$ cat config.mk
export PLATFORM = sky130hd
export DESIGN_NAME = reliable_ordered_receiver
export DESIGN_NICKNAME = d
export VERILOG_FILES = /design/src/rorb_pkg.sv /design/src/rorb_loss_gen.sv /design/src/reliable_ordered_receiver.sv
export SDC_FILE = /design/constraint.sdc
export NUM_CORES = 2
export LEC_CHECK = 0
export ABC_AREA = 0
export BUFFER_PORTS_ARGS = -buffer_cell sky130_fd_sc_hd__clkbuf_2
export CAP_MARGIN = 20
export CORE_MARGIN = 5
export CORE_UTILIZATION = 60
export DETAILED_ROUTE_END_ITERATION = 16
export HOLD_SLACK_MARGIN = 0.08
export PLACE_DENSITY_LB_ADDON = 0.05
export SETUP_SLACK_MARGIN = 0.3
export SYNTH_ARGS = -nofsm -noshare
export SYNTH_HDL_FRONTEND = slang
export SYNTH_SLANG_ARGS = --single-unit
$ cat constraint.sdc
create_clock -name clk -period 20.1 [get_ports clk]
set_input_delay 6.03 -clock clk [delete_from_list [all_inputs] [get_ports clk]]
set_output_delay 6.03 -clock clk [all_outputs]
set_load 0.02 [all_outputs]
$ cat src/rorb_pkg.sv
`timescale 1ns / 1ps

package rorb_pkg;

  localparam int REORDER_DEPTH_DEF = 32;
  localparam int TAG_BITS_DEF      = 16;

  localparam int PROTO_W = 32;
  localparam int TYPE_W  = 8;
  localparam int CHAN_W  = 8;
  localparam int SEQ_W   = 32;
  localparam int THR_W   = 25;

  // header fields ahead of the tag on the input bus, and ahead of the tag on the output bus
  localparam int IN_FIXED_W  = PROTO_W + TYPE_W + CHAN_W + SEQ_W;
  localparam int OUT_FIXED_W = CHAN_W + SEQ_W;

  localparam int CFG_IDX_W  = 2;
  localparam int CFG_DATA_W = 32;

  localparam logic [CFG_IDX_W-1:0] REG_LOSS_THRESHOLD = 2'd0;
  localparam logic [CFG_IDX_W-1:0] REG_LOSS_SEED      = 2'd1;
  localparam logic [CFG_IDX_W-1:0] REG_RELIABLE_CHAN  = 2'd2;

  localparam logic [PROTO_W-1:0] PROTOCOL_ID   = 32'h434E_5431;
  localparam logic [31:0]        DEFAULT_SEED  = 32'h9E37_79B9;
  localparam logic [TYPE_W-1:0]  TYPE_DATA     = 8'd2;
  localparam logic [CHAN_W-1:0]  RELIABLE_RST  = 8'd1;

  localparam logic KIND_ACK     = 1'b0;
  localparam logic KIND_DELIVER = 1'b1;

  typedef struct packed {
    logic enabled;
    logic drop;
  } loss_status_t;

  function automatic logic [31:0] xorshift32(input logic [31:0] x);
    logic [31:0] a;
    logic [31:0] b;
    a = x ^ (x << 13);
    b = a ^ (a >> 17);
    return b ^ (b << 5);
  endfunction

endpackage

$ cat src/rorb_loss_gen.sv
`timescale 1ns / 1ps

module rorb_loss_gen (
  input  logic                               clk,
  input  logic                               rst,
  input  logic                               cfg_we,
  input  logic [rorb_pkg::CFG_IDX_W-1:0]     cfg_index,
  input  logic [rorb_pkg::CFG_DATA_W-1:0]    cfg_data,
  input  logic                               step,
  output rorb_pkg::loss_status_t             status
);
  import rorb_pkg::*;

  logic [THR_W-1:0] thr;
  logic [31:0]      gen;
  logic [31:0]      gen_next;

  assign gen_next       = xorshift32(gen);
  assign status.enabled = (thr != '0);
  assign status.drop    = ({1'b0, gen_next[31:8]} < thr);

  always_ff @(posedge clk) begin
    if (rst) begin
      thr <= '0;
      gen <= DEFAULT_SEED;
    end else begin
      if (cfg_we && cfg_index == REG_LOSS_THRESHOLD) begin
        thr <= cfg_data[THR_W-1:0];
      end
      if (cfg_we && cfg_index == REG_LOSS_SEED) begin
        gen <= (cfg_data == '0) ? DEFAULT_SEED : cfg_data[31:0];
      end else if (step) begin
        gen <= gen_next;
      end
    end
  end

endmodule

$ cat src/reliable_ordered_receiver.sv
`timescale 1ns / 1ps

// Reliable ordered receiver. Each request carries one datagram header and a payload
// handle; results are acks (tuser 0) and delivered messages (tuser 1), tlast marking
// the final result of a request. The block takes one request at a time: protocol/loss
// check and classification, then for reliable data at or past the expected number one
// or more scans of the reorder buffer through a single sequence comparator, one slot
// a cycle. Buffering a future number costs up to one full scan; delivering the expected
// number costs one scan per buffered successor drained (ending at the hit) and a final
// full scan. Output back-pressure adds cycles wherever a result is waiting. Slot valid
// bits clear at reset, so there is no clearing pass.
module reliable_ordered_receiver #(
  parameter  int REORDER_DEPTH = rorb_pkg::REORDER_DEPTH_DEF,
  parameter  int TAG_BITS      = rorb_pkg::TAG_BITS_DEF,
  localparam int IN_W  = ((rorb_pkg::IN_FIXED_W + TAG_BITS + 7) / 8) * 8,
  localparam int OUT_W = ((rorb_pkg::OUT_FIXED_W + TAG_BITS + 7) / 8) * 8
) (
  input  logic                            clk,
  input  logic                            rst,
  input  logic                            s_axis_tvalid,
  output logic                            s_axis_tready,
  // protocol_word, packet_type, channel_code, sequence_req, payload_tag
  input  logic [IN_W-1:0]                 s_axis_tdata,
  // known_peer
  input  logic                            s_axis_tuser,
  output logic                            m_axis_tvalid,
  input  logic                            m_axis_tready,
  // out_channel, out_sequence, out_tag
  output logic [OUT_W-1:0]                m_axis_tdata,
  // result_kind
  output logic                            m_axis_tuser,
  output logic                            m_axis_tlast,
  input  logic                            cfg_we,
  input  logic [rorb_pkg::CFG_IDX_W-1:0]  cfg_index,
  input  logic [rorb_pkg::CFG_DATA_W-1:0] cfg_data
);
  import rorb_pkg::*;

  localparam int IDX_W = (REORDER_DEPTH > 1) ? $clog2(REORDER_DEPTH) : 1;
  localparam int CNT_W = $clog2(REORDER_DEPTH + 1);
  localparam logic [CNT_W-1:0] DEPTH_CNT = CNT_W'(REORDER_DEPTH);
  localparam int ENT_W = SEQ_W + TAG_BITS;

  localparam logic [2:0] ST_IDLE     = 3'd0;
  localparam logic [2:0] ST_CHECK    = 3'd1;
  localparam logic [2:0] ST_CLASSIFY = 3'd2;
  localparam logic [2:0] ST_SCAN     = 3'd3;
  localparam logic [2:0] ST_HIT      = 3'd4;

  logic [2:0]          state;

  logic [PROTO_W-1:0]  proto_q;
  logic [TYPE_W-1:0]   type_q;
  logic [CHAN_W-1:0]   chan_q;
  logic [SEQ_W-1:0]    seq_q;
  logic [TAG_BITS-1:0] tag_q;
  logic                known_q;

  logic [CHAN_W-1:0]   rel_chan;
  logic [SEQ_W-1:0]    expected;

  logic [REORDER_DEPTH-1:0] slot_valid;
  logic [ENT_W-1:0]         slot_mem [REORDER_DEPTH];
  logic [SEQ_W-1:0]         rd_seq;
  logic [TAG_BITS-1:0]      rd_tag;
  logic                     rd_v;

  logic [CNT_W-1:0]    issue_idx;
  logic [IDX_W-1:0]    cmp_idx;
  logic                cmp_vld;
  logic                drain_mode;
  logic                free_found;
  logic [IDX_W-1:0]    free_idx;

  logic [SEQ_W-1:0]    pend_seq;
  logic [TAG_BITS-1:0] pend_tag;

  logic [CHAN_W-1:0]   out_chan;
  logic [SEQ_W-1:0]    out_seq;
  logic [TAG_BITS-1:0] out_tag;

  loss_status_t        loss;
  logic                loss_step;
  logic                proto_ok;
  logic                data_ok;
  logic                out_free;
  logic [SEQ_W-1:0]    key;
  logic                hit;
  logic                scan_done;
  logic                mem_re;
  logic                mem_we;

  logic                emit;
  logic                emit_kind;
  logic [CHAN_W-1:0]   emit_chan;
  logic [SEQ_W-1:0]    emit_seq;
  logic [TAG_BITS-1:0] emit_tag;
  logic                emit_last;

  rorb_loss_gen u_loss (
    .clk       (clk),
    .rst       (rst),
    .cfg_we    (cfg_we),
    .cfg_index (cfg_index),
    .cfg_data  (cfg_data),
    .step      (loss_step),
    .status    (loss)
  );

  assign s_axis_tready = (state == ST_IDLE);
  assign proto_ok      = (proto_q == PROTOCOL_ID);
  assign data_ok       = (type_q == TYPE_DATA) && known_q;
  assign loss_step     = (state == ST_CHECK) && proto_ok && loss.enabled;
  assign out_free      = !m_axis_tvalid || m_axis_tready;
  assign key           = drain_mode ? expected : seq_q;
  assign hit           = cmp_vld && rd_v && (rd_seq == key);
  assign scan_done     = !cmp_vld && (issue_idx == DEPTH_CNT);
  assign mem_re        = (state == ST_SCAN) && (issue_idx < DEPTH_CNT) && !hit;
  assign mem_we        = (state == ST_SCAN) && !drain_mode && scan_done && free_found;

  always_comb begin
    m_axis_tdata                     = '0;
    m_axis_tdata[CHAN_W-1:0]         = out_chan;
    m_axis_tdata[CHAN_W +: SEQ_W]    = out_seq;
    m_axis_tdata[OUT_FIXED_W +: TAG_BITS] = out_tag;
  end

  always_comb begin
    emit      = 1'b0;
    emit_kind = KIND_DELIVER;
    emit_chan = rel_chan;
    emit_seq  = pend_seq;
    emit_tag  = pend_tag;
    emit_last = 1'b1;
    unique case (state)
      ST_CLASSIFY: begin
        if (data_ok) begin
          emit = out_free;
          if (chan_q != rel_chan) begin
            emit_chan = chan_q;
            emit_seq  = seq_q;
            emit_tag  = tag_q;
          end else begin
            emit_kind = KIND_ACK;
            emit_seq  = seq_q;
            emit_tag  = '0;
            emit_last = (seq_q != expected);
          end
        end
      end
      ST_SCAN: begin
        emit = drain_mode && scan_done && out_free;
      end
      ST_HIT: begin
        emit      = out_free;
        emit_last = 1'b0;
      end
      default: begin
        emit = 1'b0;
      end
    endcase
  end

  // slot store: one read and one write port, registered read
  always_ff @(posedge clk) begin
    if (mem_we) begin
      slot_mem[free_idx] <= {tag_q, seq_q};
    end
  end

  always_ff @(posedge clk) begin
    if (mem_re) begin
      {rd_tag, rd_seq} <= slot_mem[issue_idx[IDX_W-1:0]];
      rd_v             <= slot_valid[issue_idx[IDX_W-1:0]];
    end
  end

  always_ff @(posedge clk) begin
    if (s_axis_tvalid && s_axis_tready) begin
      proto_q <= s_axis_tdata[PROTO_W-1:0];
      type_q  <= s_axis_tdata[PROTO_W +: TYPE_W];
      chan_q  <= s_axis_tdata[PROTO_W + TYPE_W +: CHAN_W];
      seq_q   <= s_axis_tdata[PROTO_W + TYPE_W + CHAN_W +: SEQ_W];
      tag_q   <= s_axis_tdata[IN_FIXED_W +: TAG_BITS];
      known_q <= s_axis_tuser;
    end
    if (emit) begin
      out_chan     <= emit_chan;
      out_seq      <= emit_seq;
      out_tag      <= emit_tag;
      m_axis_tuser <= emit_kind;
      m_axis_tlast <= emit_last;
    end
  end

  always_ff @(posedge clk) begin
    if (rst) begin
      m_axis_tvalid <= 1'b0;
    end else if (emit) begin
      m_axis_tvalid <= 1'b1;
    end else if (m_axis_tready) begin
      m_axis_tvalid <= 1'b0;
    end
  end

  always_ff @(posedge clk) begin
    if (rst) begin
      rel_chan <= RELIABLE_RST;
    end else if (cfg_we && cfg_index == REG_RELIABLE_CHAN) begin
      rel_chan <= cfg_data[CHAN_W-1:0];
    end
  end

  always_ff @(posedge clk) begin
    if (rst) begin
      state      <= ST_IDLE;
      expected   <= SEQ_W'(1);
      slot_valid <= '0;
      issue_idx  <= '0;
      cmp_vld    <= 1'b0;
      drain_mode <= 1'b0;
      free_found <= 1'b0;
    end else begin
      unique case (state)
        ST_IDLE: begin
          if (s_axis_tvalid) begin
            state <= ST_CHECK;
          end
        end
        ST_CHECK: begin
          if (!proto_ok || (loss.enabled && loss.drop)) begin
            state <= ST_IDLE;
          end else begin
            state <= ST_CLASSIFY;
          end
        end
        ST_CLASSIFY: begin
          issue_idx  <= '0;
          cmp_vld    <= 1'b0;
          free_found <= 1'b0;
          if (!data_ok) begin
            state <= ST_IDLE;
          end else if (out_free) begin
            if (chan_q != rel_chan) begin
              state <= ST_IDLE;
            end else if (seq_q == expected) begin
              pend_seq   <= seq_q;
              pend_tag   <= tag_q;
              expected   <= expected + SEQ_W'(1);
              drain_mode <= 1'b1;
              state      <= ST_SCAN;
            end else if (seq_q > expected) begin
              drain_mode <= 1'b0;
              state      <= ST_SCAN;
            end else begin
              state <= ST_IDLE;
            end
          end
        end
        ST_SCAN: begin
          if (mem_re) begin
            issue_idx <= issue_idx + CNT_W'(1);
            cmp_idx   <= issue_idx[IDX_W-1:0];
            cmp_vld   <= 1'b1;
          end else begin
            cmp_vld <= 1'b0;
          end
          if (hit) begin
            state <= drain_mode ? ST_HIT : ST_IDLE;
          end else if (cmp_vld && !rd_v && !free_found) begin
            free_found <= 1'b1;
            free_idx   <= cmp_idx;
          end else if (scan_done) begin
            if (!drain_mode) begin
              if (free_found) begin
                slot_valid[free_idx] <= 1'b1;
              end
              state <= ST_IDLE;
            end else if (out_free) begin
              state <= ST_IDLE;
            end
          end
        end
        ST_HIT: begin
          if (out_free) begin
            pend_seq            <= rd_seq;
            pend_tag            <= rd_tag;
            slot_valid[cmp_idx] <= 1'b0;
            expected            <= expected + SEQ_W'(1);
            issue_idx           <= '0;
            cmp_vld             <= 1'b0;
            state               <= ST_SCAN;
          end
        end
        default: begin
          state <= ST_IDLE;
        end
      endcase
    end
  end

endmodule

==> flow_summary_export.csv <==
group,metric,value,unit
floorplanning,num_rows,131,
route,drt-initial-drc-count,4969,
floorplanning,fp.dieH,367.6,um
worst_setup_path,worstSetupStartpointType,"register",
worst_setup_path,r2r_start,"issue_idx[1]",
yosys,synth_area_leader_cell,"edfxtp_1",
cts,cts_buffers,193,
worst_setup_path,slowest_stage,"dfxtp_1",
yosys,syn_area,76720,um2
worst_setup_path,critical_path.max_stage_delay,0.43,ns
sta,finalCritPeriodShare,0.3862,
floorplanning,io_pins,196,
cts,root_buffer,"clkbuf_16",
global_route,grt-ovfl-total,0,
cells_and_area,final_nets,4423,
cts,htreeDepth,4,
worst_setup_path,cp_cell_sequence,"nor3_1 > clkbuf_2",
yosys,synth_edf_count,1798,
cts,post_cts_resized,0,
cts,post_cts_buffers,0,
global_route,antenna_found_initial,1,
cts,clk_latency,0.82,ns
floorplanning,die_x,367.6,um
route,wl_per_cell,32.11,um
cts,cts_hold_buffers,0,
place,dp_cells,5693,
worst_setup_path,worstSetupPathType,"register to output pin",
yosys,synth_top_area_frac,0.7038,
yosys,synth_fp_nets,4113,
worst_setup_path,path_max_fanout,9,
route,drtAntennaViolNets,0,
worst_hold_path,hold_depth,2,
global_route,grt_pass1_wl,280500,um
yosys,seq_area_frac_synth,0.7408,
worst_setup_path,cp-end-kind,"output pin",
sta,setup_violations,0,
sta,maxSlewViolCount,0,
route,vias,39830,
worst_setup_path,crit_family,"flip-flops",
cells_and_area,area_growth,12.50,%
route,wirelength_met1,78610,um
yosys,synth_cell_types,69,
cells_and_area,fillers,8203,
pwr,cellPowerDensity,93.73,nW/um2
flow_run,drv_cap,0,
route,wl_met2,94530,um
worst_hold_path,hold_end,"u_loss.thr[5]",
route,highest_layer,"met4",
floorplanning,start_util,0.6024,
pwr,vdd_ir_drop_max,99.07,uV
cells_and_area,final_cells,6048,
place,port_buffers,195,
route,via_per_inst,6.586,
worst_hold_path,holdCritStartpoint,"u_loss.thr[5]",
sta,maxSlewHeadroom,0.2716,
place,routabilityCongestion,0.8623,
route,dr.pass1.iters,5,
cells_and_area,drive_above_1_share,0.2695,
yosys,synthTopCellsByArea,"edfxtp_1 70%, mux4_2 14%, dfxtp_1 3.7%, nand2_1 1.7%, xnor2_1 1.1%",
floorplanning,core_region_area,127400,um2
yosys,ys_seq_elements,1940,
sta,hold_violations,0,
sta,fin_tns_setup,0,ns
yosys,ys.flop_type,"edfxtp_1",
worst_setup_path,path_buf_inv,1,
cells_and_area,antennaDiodeCount,0,
floorplanning,die-area,135100,um2
worst_hold_path,worstHoldPathType,"register to register",
route,drcViolationCount,0,
yosys,avgSynthCellArea,19.58,um2
worst_setup_path,required,14.07,ns
worst_setup_path,r2r_cells,8,
global_route,grt_max_degree,128,
cts,cts_tree,"yes",
worst_setup_path,r2r_slack,15.09,ns
cts,cts.clk_slew.worst_paths,0.06,ns
global_route,grtUsageTotal,0.2894,
yosys,yosysWarnings,0,
run_status,status,"complete, no violations",
cts,clockBufferDepth,3,
sta,fmax,128.8,MHz
yosys,synth_cells,3919,
cts,cts.sinks,1940,
worst_setup_path,cp.arrival,1.73,ns
sta,tightest_slew,1.093,ns
worst_setup_path,reg2reg_to,"slot_mem[7][40]",
sta,rsz0062_at_grt,"no",
pwr,power,8.090,mW
route,routed_wl,194200,um
sta,skew,0.02756,ns
route,routed-wl-met3,15920,um
sta,min_period,7.763,ns
place,dp_hpwl,103900,um
yosys,async_reset_ff_frac,0,
global_route,grt_pass1_vias,39200,
pwr,leakagePower,27.04,nW
[sequential cells by signal (all words and copies together), names as in the netlist, 32 cells and up]
| signal | count |
|---|---|
| expected | 32 |
| out_seq | 32 |
| pend_seq | 32 |
| proto_q | 32 |
| rd_seq | 32 |
| seq_q | 32 |
| slot_mem | 1536 |
| slot_valid | 32 |
| u_loss.gen | 32 |
[cells by family (layout without fill, tap and decap cells)]
logic type | count (synthesis) | after routing | synth area share
AOI/OAI and AO/OA | 260 | 260 | 0.02149
muxes | 591 | 591 | 0.1580
DFF | 1940 | 1940 | 0.7408
and+or+nand+nor | 703 | 703 | 0.04328
adders and majority gates | 58 | 58 | 0.009459
xor gates and xnor gates | 119 | 119 | 0.01376
buffers and inverters | 248 | 715 | 0.01314
[per-layer routing]
metal | global-route usage | vias up
met5 | 0 | -
met4 | 0.07847 | 0
met3 | 0.04770 | 320
met2 | 0.4602 | 1983
met1 | 0.4271 | 21040
li1 | - | 16490
[tightest hold or removal path, stage by stage, from the launching register on]
cell	delay [ns]
dfxtp_1	0.32
nand2_1	0.06
a21oi_1	0.05
[stage by stage]
| step | setup slack (ns) | cell area [um2] | hold WS [ns] | utilization |
|---|---|---|---|---|
| floorplan | 9.398 | 76720 | 0.4064 | - |
| global placement | 11.79 | 80130 | 0.4562 | 0.6292 |
| detailed placement | 11.79 | 80210 | 0.4632 | 0.6298 |
| CTS | 12.27 | 86230 | 0.4713 | 0.6771 |
| global route | 12.24 | 86310 | 0.4949 | 0.6777 |
| finish | 12.34 | 86310 | 0.4729 | 0.6777 |
[layout make-up]
| class | instances | area (um2) | area share |
|---|---|---|---|
| tap | 1662 | 2079 | 0.02409 |
| inverter | 62 | 234.0 | 0.002711 |
| clock inverter | 104 | 845.8 | 0.009800 |
| sequential | 1940 | 56850 | 0.6587 |
| multi-input combinational | 1731 | 19190 | 0.2224 |
| timing repair buffer | 301 | 1934 | 0.02241 |
| clock buffer | 248 | 5169 | 0.05989 |
[power by group]
part	switching, mW	internal (mW)	total [mW]
Sequential	0.0275	4.43	4.46
Combinational	0.131	0.0684	0.200
Clock	1.51	1.92	3.43
[cell usage after synthesis, drive strengths merged (9+ instances only)]
| cell | count |
|---|---|
| a211o | 17 |
| a21o | 19 |
| a21oi | 73 |
| a221oi | 12 |
| a22o | 16 |
| and4 | 10 |
| buf | 58 |
| clkbuf | 128 |
| dfxtp | 142 |
| edfxtp | 1798 |
| ha | 58 |
| inv | 62 |
| mux2 | 60 |
| mux2i | 41 |
| mux4 | 490 |
| nand2 | 345 |
| nand2b | 11 |
| nand3 | 28 |
| nand3b | 28 |
| nand4 | 20 |
| nor2 | 119 |
| nor2b | 23 |
| nor3 | 27 |
| nor3b | 9 |
| nor4 | 31 |
| o21ai | 78 |
| o22ai | 13 |
| or3 | 19 |
| xnor2 | 99 |
| xor2 | 19 |
[worst max-delay path by stage]
stage	start	end	cells past startpoint
detailed placement	rst	slot_valid[12]	5
CTS	state[0]	s_axis_tready	2
floorplan	rst	pend_seq[0]	4
global placement	rst	slot_valid[12]	5
finish	state[0]	s_axis_tready	2
global route	state[0]	s_axis_tready	2
[layout by cell type, fill, tap and decap left out, types with 9 or more instances in the layout]
cell | synthesis | routed
mux2_2 | 59 | 59
a21oi_1 | 73 | 73
nand2b_1 | 11 | 11
a22o_1 | 16 | 16
nor2b_1 | 23 | 23
inv_1 | 61 | 61
or3_1 | 18 | 18
xnor2_1 | 99 | 99
dfxtp_1 | 142 | 136
mux4_2 | 490 | 490
nor2_4 | 1 | 37
and4_1 | 10 | 10
nand3_1 | 28 | 28
edfxtp_1 | 1798 | 1798
clkbuf_16 | 0 | 195
clkbuf_8 | 0 | 9
clkbuf_2 | 0 | 194
buf_4 | 1 | 96
clkbuf_1 | 128 | 44
ha_1 | 58 | 58
nand3b_1 | 28 | 28
o22ai_1 | 13 | 13
clkinv_2 | 0 | 38
nand2_1 | 345 | 343
a221oi_1 | 12 | 12
nand4_1 | 20 | 20
clkinv_1 | 0 | 43
o21ai_0 | 78 | 77
nor2_1 | 118 | 82
a21o_1 | 19 | 19
nor4_1 | 30 | 30
a211o_1 | 17 | 17
mux2i_1 | 41 | 41
nor3_1 | 26 | 26
xor2_1 | 19 | 19
Power figures use the tool's default switching activity.
